==> src/rtl/core/gla_pkg.sv <==
`timescale 1ns / 1ps
// ----------------------------------------------------------------------------
// gla_pkg: shared types and constants
// Operand and result widths, operation codes and the divider request/response.
// ----------------------------------------------------------------------------
package gla_pkg;

    localparam int OPW  = 16;
    localparam int RESW = 33;
    localparam int MODW = 3;
    localparam int CNTW = $clog2(OPW + 1);

    localparam logic [MODW-1:0] MODE_GCD = 3'd0;
    localparam logic [MODW-1:0] MODE_LCM = 3'd1;
    localparam logic [MODW-1:0] MODE_ADD = 3'd2;
    localparam logic [MODW-1:0] MODE_SUB = 3'd3;
    localparam logic [MODW-1:0] MODE_MUL = 3'd4;
    localparam logic [MODW-1:0] MODE_DIV = 3'd5;

    typedef struct packed {
        logic           start;
        logic [OPW-1:0] dividend;
        logic [OPW-1:0] divisor;
    } div_req_t;

    typedef struct packed {
        logic           done;
        logic [OPW-1:0] quotient;
        logic [OPW-1:0] remainder;
    } div_rsp_t;

endpackage

==> src/rtl/core/gla_div.sv <==
`timescale 1ns / 1ps
// ----------------------------------------------------------------------------
// gla_div: restoring divider
// One quotient bit per cycle; done pulses in the cycle after the last step.
// ----------------------------------------------------------------------------
module gla_div (
    input  logic              clk,
    input  logic              rst_n,
    input  gla_pkg::div_req_t req,
    output gla_pkg::div_rsp_t rsp
);
    import gla_pkg::*;

    logic [OPW-1:0]  rem_reg;
    logic [OPW-1:0]  quo_reg;
    logic [OPW-1:0]  dvs_reg;
    logic [CNTW-1:0] cnt_reg;
    logic            busy_reg;
    logic            done_reg;

    logic [OPW:0]    rem_sh;
    logic [OPW:0]    trial;

    assign rem_sh = {rem_reg, quo_reg[OPW-1]};
    assign trial  = rem_sh - {1'b0, dvs_reg};

    always_ff @(posedge clk or negedge rst_n)
    begin
        if (!rst_n)
        begin
            busy_reg <= 1'b0;
            done_reg <= 1'b0;
            cnt_reg  <= '0;
        end
        else
        begin
            done_reg <= 1'b0;
            if (req.start)
            begin
                busy_reg <= 1'b1;
                cnt_reg  <= CNTW'(OPW);
            end
            else if (busy_reg)
            begin
                cnt_reg <= cnt_reg - 1'b1;
                if (cnt_reg == CNTW'(1))
                begin
                    busy_reg <= 1'b0;
                    done_reg <= 1'b1;
                end
            end
        end
    end

    always_ff @(posedge clk)
    begin
        if (req.start)
        begin
            rem_reg <= '0;
            quo_reg <= req.dividend;
            dvs_reg <= req.divisor;
        end
        else if (busy_reg)
        begin
            if (!trial[OPW])
            begin
                rem_reg <= trial[OPW-1:0];
                quo_reg <= {quo_reg[OPW-2:0], 1'b1};
            end
            else
            begin
                rem_reg <= rem_sh[OPW-1:0];
                quo_reg <= {quo_reg[OPW-2:0], 1'b0};
            end
        end
    end

    assign rsp.done      = done_reg;
    assign rsp.quotient  = quo_reg;
    assign rsp.remainder = rem_reg;

endmodule

==> src/rtl/core/gcd_lcm_arithmetic_unit.sv <==
`timescale 1ns / 1ps
// ----------------------------------------------------------------------------
// gcd_lcm_arithmetic_unit: GCD, LCM and basic integer arithmetic
// Sequenced around one shared restoring divider and one multiplier.
// ----------------------------------------------------------------------------
// Usage:
//   Input stream s_*: one request item; s_tuser carries the operation code,
//   s_tdata the two 16-bit unsigned operands. Output stream m_*: one item per
//   request; m_tdata holds the 33-bit signed result, m_tuser the error flag.
//   s_tready is high only while the sequencer is idle; one request at a time.
// Sequence, accept to result valid:
//   add, subtract, error cases: straight to the result load; multiply:
//   through the multiply state first; divide: issue, one divider pass, load;
//   gcd: one full divider pass per Euclid step (up to 23 steps for 16-bit
//   inputs); lcm: gcd, then a division by the gcd and a multiply.
//   The divider produces one quotient bit per cycle.
// Reset clears the sequencer and the output valid; no request is held.
// A stalled result stays in the output register; a finished computation
//   waits until that register is free, and the next request is taken after.
// ----------------------------------------------------------------------------
module gcd_lcm_arithmetic_unit (
    input  logic        clk,
    input  logic        rst_n,
    input  logic        s_tvalid,
    output logic        s_tready,
    input  logic [31:0] s_tdata,   // operand_a [15:0], operand_b [31:16]
    input  logic [2:0]  s_tuser,   // mode [2:0]
    output logic        m_tvalid,
    input  logic        m_tready,
    output logic [39:0] m_tdata,   // result [32:0], zero fill [39:33]
    output logic [0:0]  m_tuser    // error [0]
);
    import gla_pkg::*;

    typedef enum logic [2:0] {
        S_IDLE,
        S_GCD,
        S_GWAIT,
        S_ISSUE,
        S_QWAIT,
        S_MUL,
        S_DONE
    } state_t;

    state_t          state_reg, state_next;
    logic [MODW-1:0] mode_reg, mode_next;
    logic [OPW-1:0]  a_reg, a_next;
    logic [OPW-1:0]  b_reg, b_next;
    logic [OPW-1:0]  x_reg, x_next;
    logic [OPW-1:0]  y_reg, y_next;
    logic [RESW-1:0] res_reg, res_next;
    logic            err_reg, err_next;
    logic            mv_reg, mv_next;
    logic [39:0]     md_reg, md_next;
    logic            me_reg, me_next;

    logic [OPW-1:0]   in_a;
    logic [OPW-1:0]   in_b;
    logic [MODW-1:0]  in_mode;
    logic             s_acc;
    logic [2*OPW-1:0] prod;
    div_req_t         dreq;
    div_rsp_t         drsp;

    assign in_a    = s_tdata[OPW-1:0];
    assign in_b    = s_tdata[2*OPW-1:OPW];
    assign in_mode = s_tuser;
    assign s_acc   = s_tvalid && s_tready;
    assign prod    = x_reg * y_reg;

    assign dreq.start    = (state_reg == S_ISSUE) ||
                           ((state_reg == S_GCD) && (y_reg != '0));
    assign dreq.dividend = x_reg;
    assign dreq.divisor  = y_reg;

    gla_div u_div (
        .clk   (clk),
        .rst_n (rst_n),
        .req   (dreq),
        .rsp   (drsp)
    );

    always_comb
    begin
        state_next = state_reg;
        mode_next  = mode_reg;
        a_next     = a_reg;
        b_next     = b_reg;
        x_next     = x_reg;
        y_next     = y_reg;
        res_next   = res_reg;
        err_next   = err_reg;
        mv_next    = mv_reg;
        md_next    = md_reg;
        me_next    = me_reg;

        if (mv_reg && m_tready)
        begin
            mv_next = 1'b0;
        end

        unique case (state_reg)
            S_IDLE:
            begin
                if (s_acc)
                begin
                    mode_next  = in_mode;
                    a_next     = in_a;
                    b_next     = in_b;
                    x_next     = in_a;
                    y_next     = in_b;
                    res_next   = '0;
                    err_next   = 1'b0;
                    state_next = S_DONE;
                    unique case (in_mode)
                        MODE_GCD, MODE_LCM:
                        begin
                            if (in_a == '0)
                            begin
                                err_next = 1'b1;
                            end
                            else
                            begin
                                state_next = S_GCD;
                            end
                        end
                        MODE_ADD:
                        begin
                            res_next = {{(RESW-OPW){1'b0}}, in_a} +
                                       {{(RESW-OPW){1'b0}}, in_b};
                        end
                        MODE_SUB:
                        begin
                            res_next = {{(RESW-OPW){1'b0}}, in_a} -
                                       {{(RESW-OPW){1'b0}}, in_b};
                        end
                        MODE_MUL:
                        begin
                            state_next = S_MUL;
                        end
                        MODE_DIV:
                        begin
                            if (in_b == '0)
                            begin
                                err_next = 1'b1;
                            end
                            else
                            begin
                                state_next = S_ISSUE;
                            end
                        end
                        default:
                        begin
                            err_next = 1'b1;
                        end
                    endcase
                end
            end
            S_GCD:
            begin
                if (y_reg != '0)
                begin
                    state_next = S_GWAIT;
                end
                else if (mode_reg == MODE_GCD)
                begin
                    res_next   = {{(RESW-OPW){1'b0}}, x_reg};
                    state_next = S_DONE;
                end
                else
                begin
                    x_next     = a_reg;
                    y_next     = x_reg;
                    state_next = S_ISSUE;
                end
            end
            S_GWAIT:
            begin
                if (drsp.done)
                begin
                    x_next     = y_reg;
                    y_next     = drsp.remainder;
                    state_next = S_GCD;
                end
            end
            S_ISSUE:
            begin
                state_next = S_QWAIT;
            end
            S_QWAIT:
            begin
                if (drsp.done)
                begin
                    if (mode_reg == MODE_LCM)
                    begin
                        x_next     = drsp.quotient;
                        y_next     = b_reg;
                        state_next = S_MUL;
                    end
                    else
                    begin
                        res_next   = {{(RESW-OPW){1'b0}}, drsp.quotient};
                        state_next = S_DONE;
                    end
                end
            end
            S_MUL:
            begin
                res_next   = {{(RESW-2*OPW){1'b0}}, prod};
                state_next = S_DONE;
            end
            S_DONE:
            begin
                if (!mv_reg || m_tready)
                begin
                    mv_next    = 1'b1;
                    md_next    = {{(40-RESW){1'b0}}, res_reg};
                    me_next    = err_reg;
                    state_next = S_IDLE;
                end
            end
            default:
            begin
                state_next = S_IDLE;
            end
        endcase
    end

    always_ff @(posedge clk or negedge rst_n)
    begin
        if (!rst_n)
        begin
            state_reg <= S_IDLE;
            mv_reg    <= 1'b0;
        end
        else
        begin
            state_reg <= state_next;
            mv_reg    <= mv_next;
        end
    end

    always_ff @(posedge clk)
    begin
        mode_reg <= mode_next;
        a_reg    <= a_next;
        b_reg    <= b_next;
        x_reg    <= x_next;
        y_reg    <= y_next;
        res_reg  <= res_next;
        err_reg  <= err_next;
        md_reg   <= md_next;
        me_reg   <= me_next;
    end

    assign s_tready = (state_reg == S_IDLE);
    assign m_tvalid = mv_reg;
    assign m_tdata  = md_reg;
    assign m_tuser  = me_reg;

endmodule

==> config.mk <==
export PLATFORM = sky130hd
export DESIGN_NAME = gcd_lcm_arithmetic_unit
export DESIGN_NICKNAME = d
export VERILOG_FILES = /design/src/rtl/core/gla_pkg.sv /design/src/rtl/core/gla_div.sv /design/src/rtl/core/gcd_lcm_arithmetic_unit.sv
export SDC_FILE = /design/constraint.sdc
export NUM_CORES = 1
export LEC_CHECK = 0
export BUFFER_PORTS_ARGS = -buffer_cell sky130_fd_sc_hd__clkbuf_2
export CAP_MARGIN = 40
export CORE_ASPECT_RATIO = 1.1
export CORE_MARGIN = 2
export CORE_UTILIZATION = 50
export DETAILED_ROUTE_END_ITERATION = 8
export PLACE_DENSITY = 0.67
export SETUP_SLACK_MARGIN = 0.1
export SYNTH_ARGS = -nofsm -noshare
export SYNTH_HDL_FRONTEND = slang
export SYNTH_HIERARCHICAL = 1
export SYNTH_SLANG_ARGS = --single-unit
==> constraint.sdc <==
create_clock -name clk -period 15.7 [get_ports clk]
set_input_delay 0 -clock clk [delete_from_list [all_inputs] [get_ports clk]]
set_output_delay 0 -clock clk [all_outputs]
set_load 0.02 [all_outputs]
==> qor.csv, run 1 <==
stage,metric,value,unit
synth,yosys-top-cells-count,"287 x inv_1, 211 x nand2_1, 197 x fa_1",
clocking,clk_path_buf_depth,2,
sta,relSlewSlack,37.8,%
place,post_dp_cell_area,20000,µm²
sta,tns,0,ps
clocking,clockRootBuffer,clkbuf_16,
outcome,outcome,"complete, no violations",
place,port_buffers,74,
sta,fin_crit_sh,43.5,%
clocking,cts_tree,done,
cells_and_area,nNetsFinal,2389,
sta,post-route-min-period,6830,ps
cells_and_area,nFillCells,3445,
setup_path,worstPathMaxFanout,19,
synth,ys_ff_latch,194,
die,coreArea,37900,µm²
routing,routed_wl,54.4,mm
global_route,grt.total_usage,28.4,%
sta,hold_viol_final,0,
setup_path,start_kind,register,
setup_path,path_delay_family,adder cells,
setup_path,crit_required,15900,ps
routing,vias,14700,
routing,avgViaCountPerCell,5.85,
synth,synth_top_area_cell,edfxtp_1,
setup_path,path_cells,nand2_1 -> fa_1 -> fa_1 -> fa_1 -> inv_1 -> fa_1 -> fa_1 -> inv_1 -> fa_1 -> inv_1 -> ha_1 -> a21o_1 -> o21bai_4 -> a2111oi_4 -> a211oi_1 -> or4b_1 -> a31oi_1 -> xor2_1 -> o21ai_1,
synth,synth_top_area_share,26.2,%
synth,ys_warn_count,6,
routing,drcViolationCount,0,
clocking,cts_sinks,194,
sta,skew,14.3,ps
setup_path,worst_path_largest_cell_delay,910,ps
die,die_w,190,µm
global_route,antenna_found_initial,0,
cells_and_area,area_growth,9.28,%
routing,detail_route.wl_per_cell,21.7,µm
routing,drt-initial-drc-count,1258,
setup_path,critical_path_buf_inv_count,3,
synth,syn_area,19100,µm²
sta,rsz0062_at_grt,no,
global_route,grt_pass1_vias,15200,
sta,finalSetupViolCount,0,
min_path,hold_class,input pin to asynchronous set/reset pin,
sta,max_clock_freq,0.146,GHz
sta,worstMarginPinSlew,934,ps
setup_path,crit_type,register to register,
global_route,grt_overflow,0,
cells_and_area,final_area,20900,µm²
die,fp.dieH,209,µm
sta,slew_violations,0,
clocking,clk_latency,470,ps
setup_path,arrival,7020,ps
cells_and_area,drive_above_1_share,9.15,%
sta,whs,12.3,ps
die,io_pins,82,
synth,synthFlopType,edfxtp_1,
synth,async_flop_share,5.67,%
setup_path,crit_top_cell,fa_1,
synth,synth_area_per_cell,9.79,µm²
synth,yosysMostFrequentCell,inv_1,
synth,synth_area_leaders,"edfxtp_1 26%, fa_1 21%, ha_1 10%, inv_1 5.6%, nand2_1 4.1%",
die,die-area,39800,µm²
global_route,grt_pass1_wl,85.8,mm
synth,synth-edff-count,167,
flow_run,drv_cap,0,
place,dp_hpwl,41.6,mm
die,initial_core_util,50.4,%
cells_and_area,antenna_cells,0,
synth,synth-seq-area-share,29.3,%
clocking,h-tree-depth,4,
routing,dr.pass1.iters,5,
synth,synth.distinct_cells,77,
clocking,cts_buffers,17,
setup_path,critPathCaptureType,register,
routing,ant_nets,0,
synth,syn-instance-count,1954,
place,gp_congestion,0.954,
die,num_rows,75,
clocking,clk_pin_slew,80,ps
global_route,grt_max_degree,51,
clocking,cts_resized,0,
setup_path,cp_slowest_cell,edfxtp_1,
==> worst paths after layout <==
kind	from	end	slack, ps	cells after the start
worst max-delay path	y_reg[1]	res_reg[30]	8870	19
worst min-delay path	rst_n	state_reg[1]	10	2
worst max register to register	y_reg[1]	res_reg[30]	8870	19
worst min register to register	res_reg[28]	m_tdata[28]	420	0
max in group asynchronous	rst_n	state_reg[2]	15350	2
min in group clk	s_tvalid	state_reg[0]	120	4
==> per-stage QoR <==
step	std cells	util, %	setup WS, ps
6_report	2512	55.1	8870
5_1_grt	2512	55.1	8560
4_1_cts	2512	55.1	8890
3_5_place_dp	2444	52.7	8940
3_3_place_gp	2438	52.4	9040
2_1_floorplan	1960	-	9350
==> worst reg2reg max path, cell delays in order (launching register included) <==
cell and delay [ps]:
edfxtp_1 910, nand2_1 200, fa_1 540, fa_1 520
fa_1 530, inv_1 60, fa_1 480, fa_1 500
inv_1 60, fa_1 480, inv_1 40, ha_1 350
a21o_1 230, o21bai_4 190, a2111oi_4 370, a211oi_1 140
or4b_1 520, a31oi_1 200, xor2_1 170, o21ai_1 70
==> routing by layer <==
metal | share of wire (%) | vias up | track usage [%] | wire length (µm)
li1 | - | 6653 | - | -
met1 | 40 | 7276 | 35.7 | 21600
met2 | 48 | 633 | 47.1 | 26300
met3 | 6.9 | 134 | 4.97 | 3750
met4 | 5.1 | 0 | 14.0 | 2760
met5 | 0 | - | 0 | 0
==> cell usage in the layout, fill, tap and decap left out, drive strengths merged, types with 12 or more instances in the layout <==
master | synthesis | layout
nand2 | 212 | 212
o21ai | 60 | 60
dfxtp | 16 | 16
buf | 24 | 22
a211oi | 20 | 20
fa | 197 | 197
o31ai | 12 | 12
nand2b | 21 | 21
nor3 | 18 | 18
a311oi | 12 | 12
clkbuf | 88 | 93
a21oi | 85 | 85
o22ai | 14 | 14
nand3 | 25 | 25
dlygate4sd3 | 0 | 36
a22oi | 37 | 37
xor2 | 19 | 19
a221o | 32 | 32
xnor2 | 41 | 41
a21o | 15 | 15
ha | 154 | 154
and2 | 119 | 119
inv | 287 | 294
mux2 | 24 | 24
nor2 | 110 | 110
edfxtp | 167 | 167
==> repair_timing <==
item | CTS | global route
hold endpoints to repair | 72 | 0
setup buffers | 0 | 0
hold buffers | 36 | 0
==> final cells by class <==
| class | count | area (µm²) | share of cell area, % |
|---|---|---|---|
| clock buffer | 19 | 433 | 2.07 |
| clock inverter | 13 | 141 | 0.676 |
| multi-input combinational | 1366 | 12100 | 57.7 |
| tap | 500 | 626 | 2.99 |
| timing repair buffer | 132 | 955 | 4.57 |
| inverter | 288 | 1080 | 5.17 |
| sequential | 194 | 5610 | 26.8 |
==> logic make-up after synthesis <==
logic type,count (synthesis),share of synthesized area [%]
simple gates,557,13.9
mux,27,1.57
other cells,1,0.0196
fa+ha+maj,351,30.7
compound gates,364,13.6
flops,194,29.3
xor+xnor,60,2.83
buf+inv,400,8.06
Power of run 1 is not shown: default switching activity piles up to over one toggle a cycle in this logic, so the estimate is an artifact.
==> run 2, diff against run 1 <==
clock period = 6.85 ns   (was 15.7 ns; I/O delays follow)
==> run 2 against run 1 <==
Worst setup slack lost 8500 ps. Via count grew 1.9%. Sequential share of layout area down 0.69 points. Critical path type unchanged. Core utilization increased by 1.5 points. Highest routed layer unchanged. First-iteration DRC count rose by 4.0%. Global-route usage is 0.52 points higher. Hold slack better by 3.9 ps. Wire length up 3.1%. Critical path depth increased by 2. Cell count rose by 3.0%. Largest cell class unchanged.
==> qor.csv, run 2 (synthesized netlist as in run 1, its figures left out) <==
stage,metric,value,unit,change
cells_and_area,antenna_cells,0,,unchanged
clocking,clk_path_buf_depth,2,,unchanged
clocking,cts_tree,done,,
sta,finalSetupViolCount,0,,unchanged
min_path,hold_class,input pin to asynchronous set/reset pin,,
sta,skew,11.2,ps,-3.08 ps
routing,drt-initial-drc-count,1308,,+4.0%
routing,dr.pass1.iters,7,,+2
sta,worstMarginPinSlew,833,ps,-101 ps
place,gp_congestion,1.03,,+7.8%
setup_path,reg2reg_depth,21,,+2
routing,drcViolationCount,0,,unchanged
die,initial_core_util,50.4,%,unchanged
cells_and_area,drive_above_1_share,12.6,%,+3.5 points
cells_and_area,layout_commonest_cell,inv_1,,
setup_path,r2r-end,res_reg[30],,
global_route,grt_busiest_layer,met2,,
setup_path,worstPathMaxFanout,6,,-13
sta,max_clock_freq,0.154,GHz,+4.9%
cells_and_area,fin_util,56.6,%,+1.5 points
setup_path,crit_type,register to register,,
die,die_w,190,µm,unchanged
clocking,cts_sinks,194,,unchanged
setup_path,start_kind,register,,
global_route,grt_pass1_vias,15200,,+0.44%
clocking,cts_buffers,17,,unchanged
sta,relSlewSlack,43.8,%,+6.0 points
routing,avgViaCountPerCell,5.78,,-1.1%
sta,slew_violations,0,,unchanged
sta,tns,0,ps,unchanged
place,port_buffers,74,,unchanged
flow_run,drv_cap,0,,unchanged
outcome,outcome,"complete, no violations",,
clocking,clk_pin_slew,80,ps,about the same
setup_path,arrival,6700,ps,-320 ps
place,dp_hpwl,43.6,mm,+4.6%
die,coreArea,37900,µm²,unchanged
routing,ant_nets,0,,unchanged
global_route,grt.met2_usage,50.4,%,+3.3 points
die,num_rows,75,,unchanged
cells_and_area,nNetsFinal,2466,,+3.2%
setup_path,crit_start,y_reg[5],,
setup_path,rr_startpoint,y_reg[5],,
routing,vias,15000,,+1.9%
global_route,grt_overflow,0,,unchanged
global_route,grt_max_degree,51,,unchanged
cells_and_area,area_growth,12.2,%,
clocking,clk_latency,470,ps,about the same
die,die-area,39800,µm²,unchanged
die,io_pins,82,,unchanged
routing,routed_wl,56.1,mm,+3.1%
routing,detail_route.wl_per_cell,21.7,µm,about the same
setup_path,critPathCaptureType,register,,
sta,rsz0062_at_grt,yes,,
sta,hold_viol_final,0,,unchanged
clocking,h-tree-depth,4,,unchanged
global_route,grtUsageMet3,3.43,%,-1.5 points
global_route,met1_usage,35.8,%,+0.11 points
sta,fin_crit_sh,95.0,%,+52 points
global_route,grt_pass1_wl,86.9,mm,+1.3%
global_route,grt.total_usage,28.9,%,+0.52 points
setup_path,timing.reg2reg.setup_slack,340,ps,-8530 ps
global_route,antenna_found_initial,0,,unchanged
clocking,clockRootBuffer,clkbuf_16,,
sta,post-route-min-period,6510,ps,-319 ps
setup_path,crit_required,7040,ps,-8860 ps
cells_and_area,final_cell_mix,"287 x inv_1, 211 x nand2_1, 197 x fa_1",,
die,fp.dieH,209,µm,unchanged
run 2: cell types whose count changed in the layout (fill, tap and decap cells not counted), sizes merged:
cell and delta:
clkinvlp -1, inv -1, clkinv +2, buf +77
clkbuf -1
run 2: final cells by class:
cell class / instances / area (µm²)
clock buffer: 18 / 429
tap: 500 / 626
timing repair buffer: 209 / 1510
inverter: 288 / 1080
multi-input combinational: 1366 / 12100
fill: 3323 / 16500
clock inverter: 13 / 121
sequential: 194 / 5610
run 2: per-stage QoR:
stage | setup WS [ps] | hold slack [ps] | std cells | area, µm²
final | 342 | 16.2 | 2588 | 21500
after global routing | 60.3 | 29.8 | 2588 | 21500
after CTS | 248 | 19.9 | 2544 | 21100
after detailed placement | 271 | -44.1 | 2477 | 20200
after global placement | 282 | -45.7 | 2473 | 20100
after floorplan | 498 | -296 | 1960 | 19100
run 2: worst max path at each step:
stage	slack [ps]	cells after the start	to
6_report	340	21	res_reg[30]
5_1_grt	60	21	res_reg[31]
4_1_cts	250	20	res_reg[31]
3_5_place_dp	270	21	res_reg[31]
3_3_place_gp	280	21	res_reg[31]
2_1_floorplan	500	21	res_reg[30]
run 2: timing repair:
action                                 CTS  global route
buffers inserted                         0            44
endpoints found under the hold margin   74             0
setup endpoints to repair                0             7
hold buffers                            36             0
gates resized for setup                  0             5
run 2: per-layer routing:
| layer | wire length (µm) | share of wire, % |
|---|---|---|
| met1 | 22500 | 40 |
| met4 | 2530 | 4.5 |
| met5 | 0 | 0 |
| met2 | 28300 | 50 |
| met3 | 2780 | 4.9 |
run 2: critical path, cell delays in order (launching register included):
cell	delay, ps
edfxtp_1	460
buf_4	200
and2_1	170
fa_1	490
inv_1	50
fa_1	460
fa_1	510
inv_1	50
fa_1	500
fa_1	490
inv_1	50
fa_1	470
inv_1	40
ha_1	350
a21o_1	230
o21bai_4	200
a2111oi_4	370
a211oi_1	140
or4b_1	550
a31oi_2	210
xor2_1	160
o21ai_1	70
Power of run 2 is left out for the same reason.
==> run 3, diff against run 2 <==
GPL_ROUTABILITY_DRIVEN = 0   (was default)
RECOVER_POWER = 25   (was default)
==> run 3 against run 2 <==
Wire length fell by 4.8%. Global-route usage shrank 1.0 points. First-iteration DRC count grew 9.2%. Cell count decreased by 1.1%. Die area did not move. Clock skew is 0.63 ps higher. Fmax barely moved. Hold slack improved by 140 ps. Register-to-register slack is essentially flat. Sequential share of layout area up 0.32 points. Count of clock-buffer cells in the layout fell by 1. Critical path type unchanged. Largest cell class unchanged.
==> qor.csv, run 3 (synthesized netlist as in run 1, its figures left out) <==
stage,metric,value,unit,change
die,initial_core_util,50.4,%,unchanged
sta,slew_violations,0,,unchanged
sta,finalSetupViolCount,0,,unchanged
clocking,clockRootBuffer,clkbuf_16,,
clocking,cts_resized,0,,unchanged
die,num_rows,75,,unchanged
flow_run,drv_cap,0,,unchanged
place,port_buffers,74,,unchanged
cells_and_area,area_growth,10.8,%,
sta,relSlewSlack,25.3,%,-18 points
clocking,h-tree-depth,4,,unchanged
cells_and_area,nNetsFinal,2437,,-1.2%
setup_path,critPathCaptureType,register,,
place,dp_hpwl,41.0,mm,-5.8%
setup_path,crit_required,7050,ps,about the same
setup_path,crit_type,register to register,,
global_route,grt_max_degree,51,,unchanged
cells_and_area,drive_above_1_share,8.64,%,-4.0 points
sta,rsz0062_at_grt,no,,
cells_and_area,antenna_cells,0,,unchanged
clocking,clk_path_buf_depth,2,,unchanged
sta,post-route-min-period,6500,ps,-4.97 ps
sta,tns,0,ps,unchanged
clocking,clk_pin_slew,80,ps,about the same
cells_and_area,layout_commonest_cell,inv_1,,
routing,vias,14900,,-0.59%
routing,detail_route.wl_per_cell,20.9,µm,-3.7%
die,fp.dieH,209,µm,unchanged
cells_and_area,nFillCells,3349,,+0.78%
cells_and_area,final_cell_mix,"287 x inv_1, 211 x nand2_1, 197 x fa_1",,
die,io_pins,82,,unchanged
die,coreArea,37900,µm²,unchanged
clocking,cts_sinks,194,,unchanged
cells_and_area,multi_input_area,12100,µm²,-0.21%
global_route,grt_overflow,0,,unchanged
routing,dr.pass1.iters,5,,-2
outcome,outcome,"complete, no violations",,
routing,drt-initial-drc-count,1428,,+9.2%
global_route,grt.total_usage,27.8,%,-1.0 points
routing,drcViolationCount,0,,unchanged
min_path,hold_class,input pin to register,,
routing,routed_wl,53.4,mm,-4.8%
global_route,grt_pass1_wl,85.0,mm,-2.3%
place,place_ws,332,ps,+61.6 ps
sta,skew,11.8,ps,+0.631 ps
cells_and_area,seq_area,5610,µm²,unchanged
routing,ant_nets,0,,unchanged
setup_path,start_kind,register,,
sta,worstMarginPinSlew,1120,ps,+287 ps
global_route,antenna_found_initial,0,,unchanged
sta,whs,159,ps,+143 ps
clocking,clk_latency,470,ps,about the same
setup_path,arrival,6710,ps,about the same
sta,hold_viol_final,0,,unchanged
clocking,cts_buffers,17,,unchanged
clocking,cts_tree,done,,
die,die-area,39800,µm²,unchanged
sta,max_clock_freq,0.154,GHz,about the same
sta,worst_slack,347,ps,+4.97 ps
setup_path,timing.reg2reg.setup_slack,350,ps,about the same
die,die_w,190,µm,unchanged
sta,fin_crit_sh,94.9,%,about the same
setup_path,worstPathMaxFanout,19,,+13
routing,avgViaCountPerCell,5.81,,+0.49%
cells_and_area,fin_util,55.9,%,-0.68 points
global_route,grt_pass1_vias,15500,,+2.0%
==> run 3: cell type report <==
class | instances | share of cell area, %
multi-input cells | 1366 | 56.9
clock inverters | 15 | 0.815
well taps | 500 | 2.95
flip-flops and latches | 194 | 26.5
repair buffers | 180 | 5.78
clock buffers | 17 | 2.01
inverters | 288 | 5.10
==> run 3: what timing repair did <==
item,4_1_cts,5_1_grt
endpoints found under the hold margin,72,0
endpoints found under the setup margin,0,2
hold buffers,38,0
buffers inserted,0,16
==> run 3: stage by stage <==
stage               cell area (µm²)  cells
floorplan                     19100   1960
global placement              20100   2471
detailed placement            20200   2474
CTS                           21100   2544
global route                  21200   2560
finish                        21200   2560
==> run 3: final timing paths <==
check                           cells past startpoint         from                to
worst max-delay path                               18     x_reg[2]       res_reg[30]
worst min-delay path                                5     s_tvalid      state_reg[1]
worst min register to register                      0  res_reg[25]       m_tdata[25]
min in group asynchronous                           3        rst_n  u_div/cnt_reg[4]
worst max register to register                     18     x_reg[2]       res_reg[30]
max in group asynchronous                           4        rst_n      state_reg[2]
==> run 3: critical path, stage by stage, from the launching register on <==
cell       delay (ps)
edfxtp_1          910
nand2_1           180
fa_1              530
fa_1              490
inv_1              50
fa_1              530
fa_1              440
fa_1              490
inv_1              50
fa_1              470
inv_1              40
ha_1              360
and3_1            250
a2111oi_4         330
a211oi_1          150
or4b_1            530
a31oi_1           200
xor2_1            160
o21ai_1            70
==> run 3: routing by layer <==
metal	vias to the layer above	share of wire (%)	GRT usage (%)	routed length [µm]
li1	6752	-	-	-
met5	-	0	0	0
met3	134	6.6	4.33	3540
met4	0	4.1	11.8	2200
met2	618	49	48.1	26400
met1	7376	40	34.6	21300
Power of run 3 is left out for the same reason.
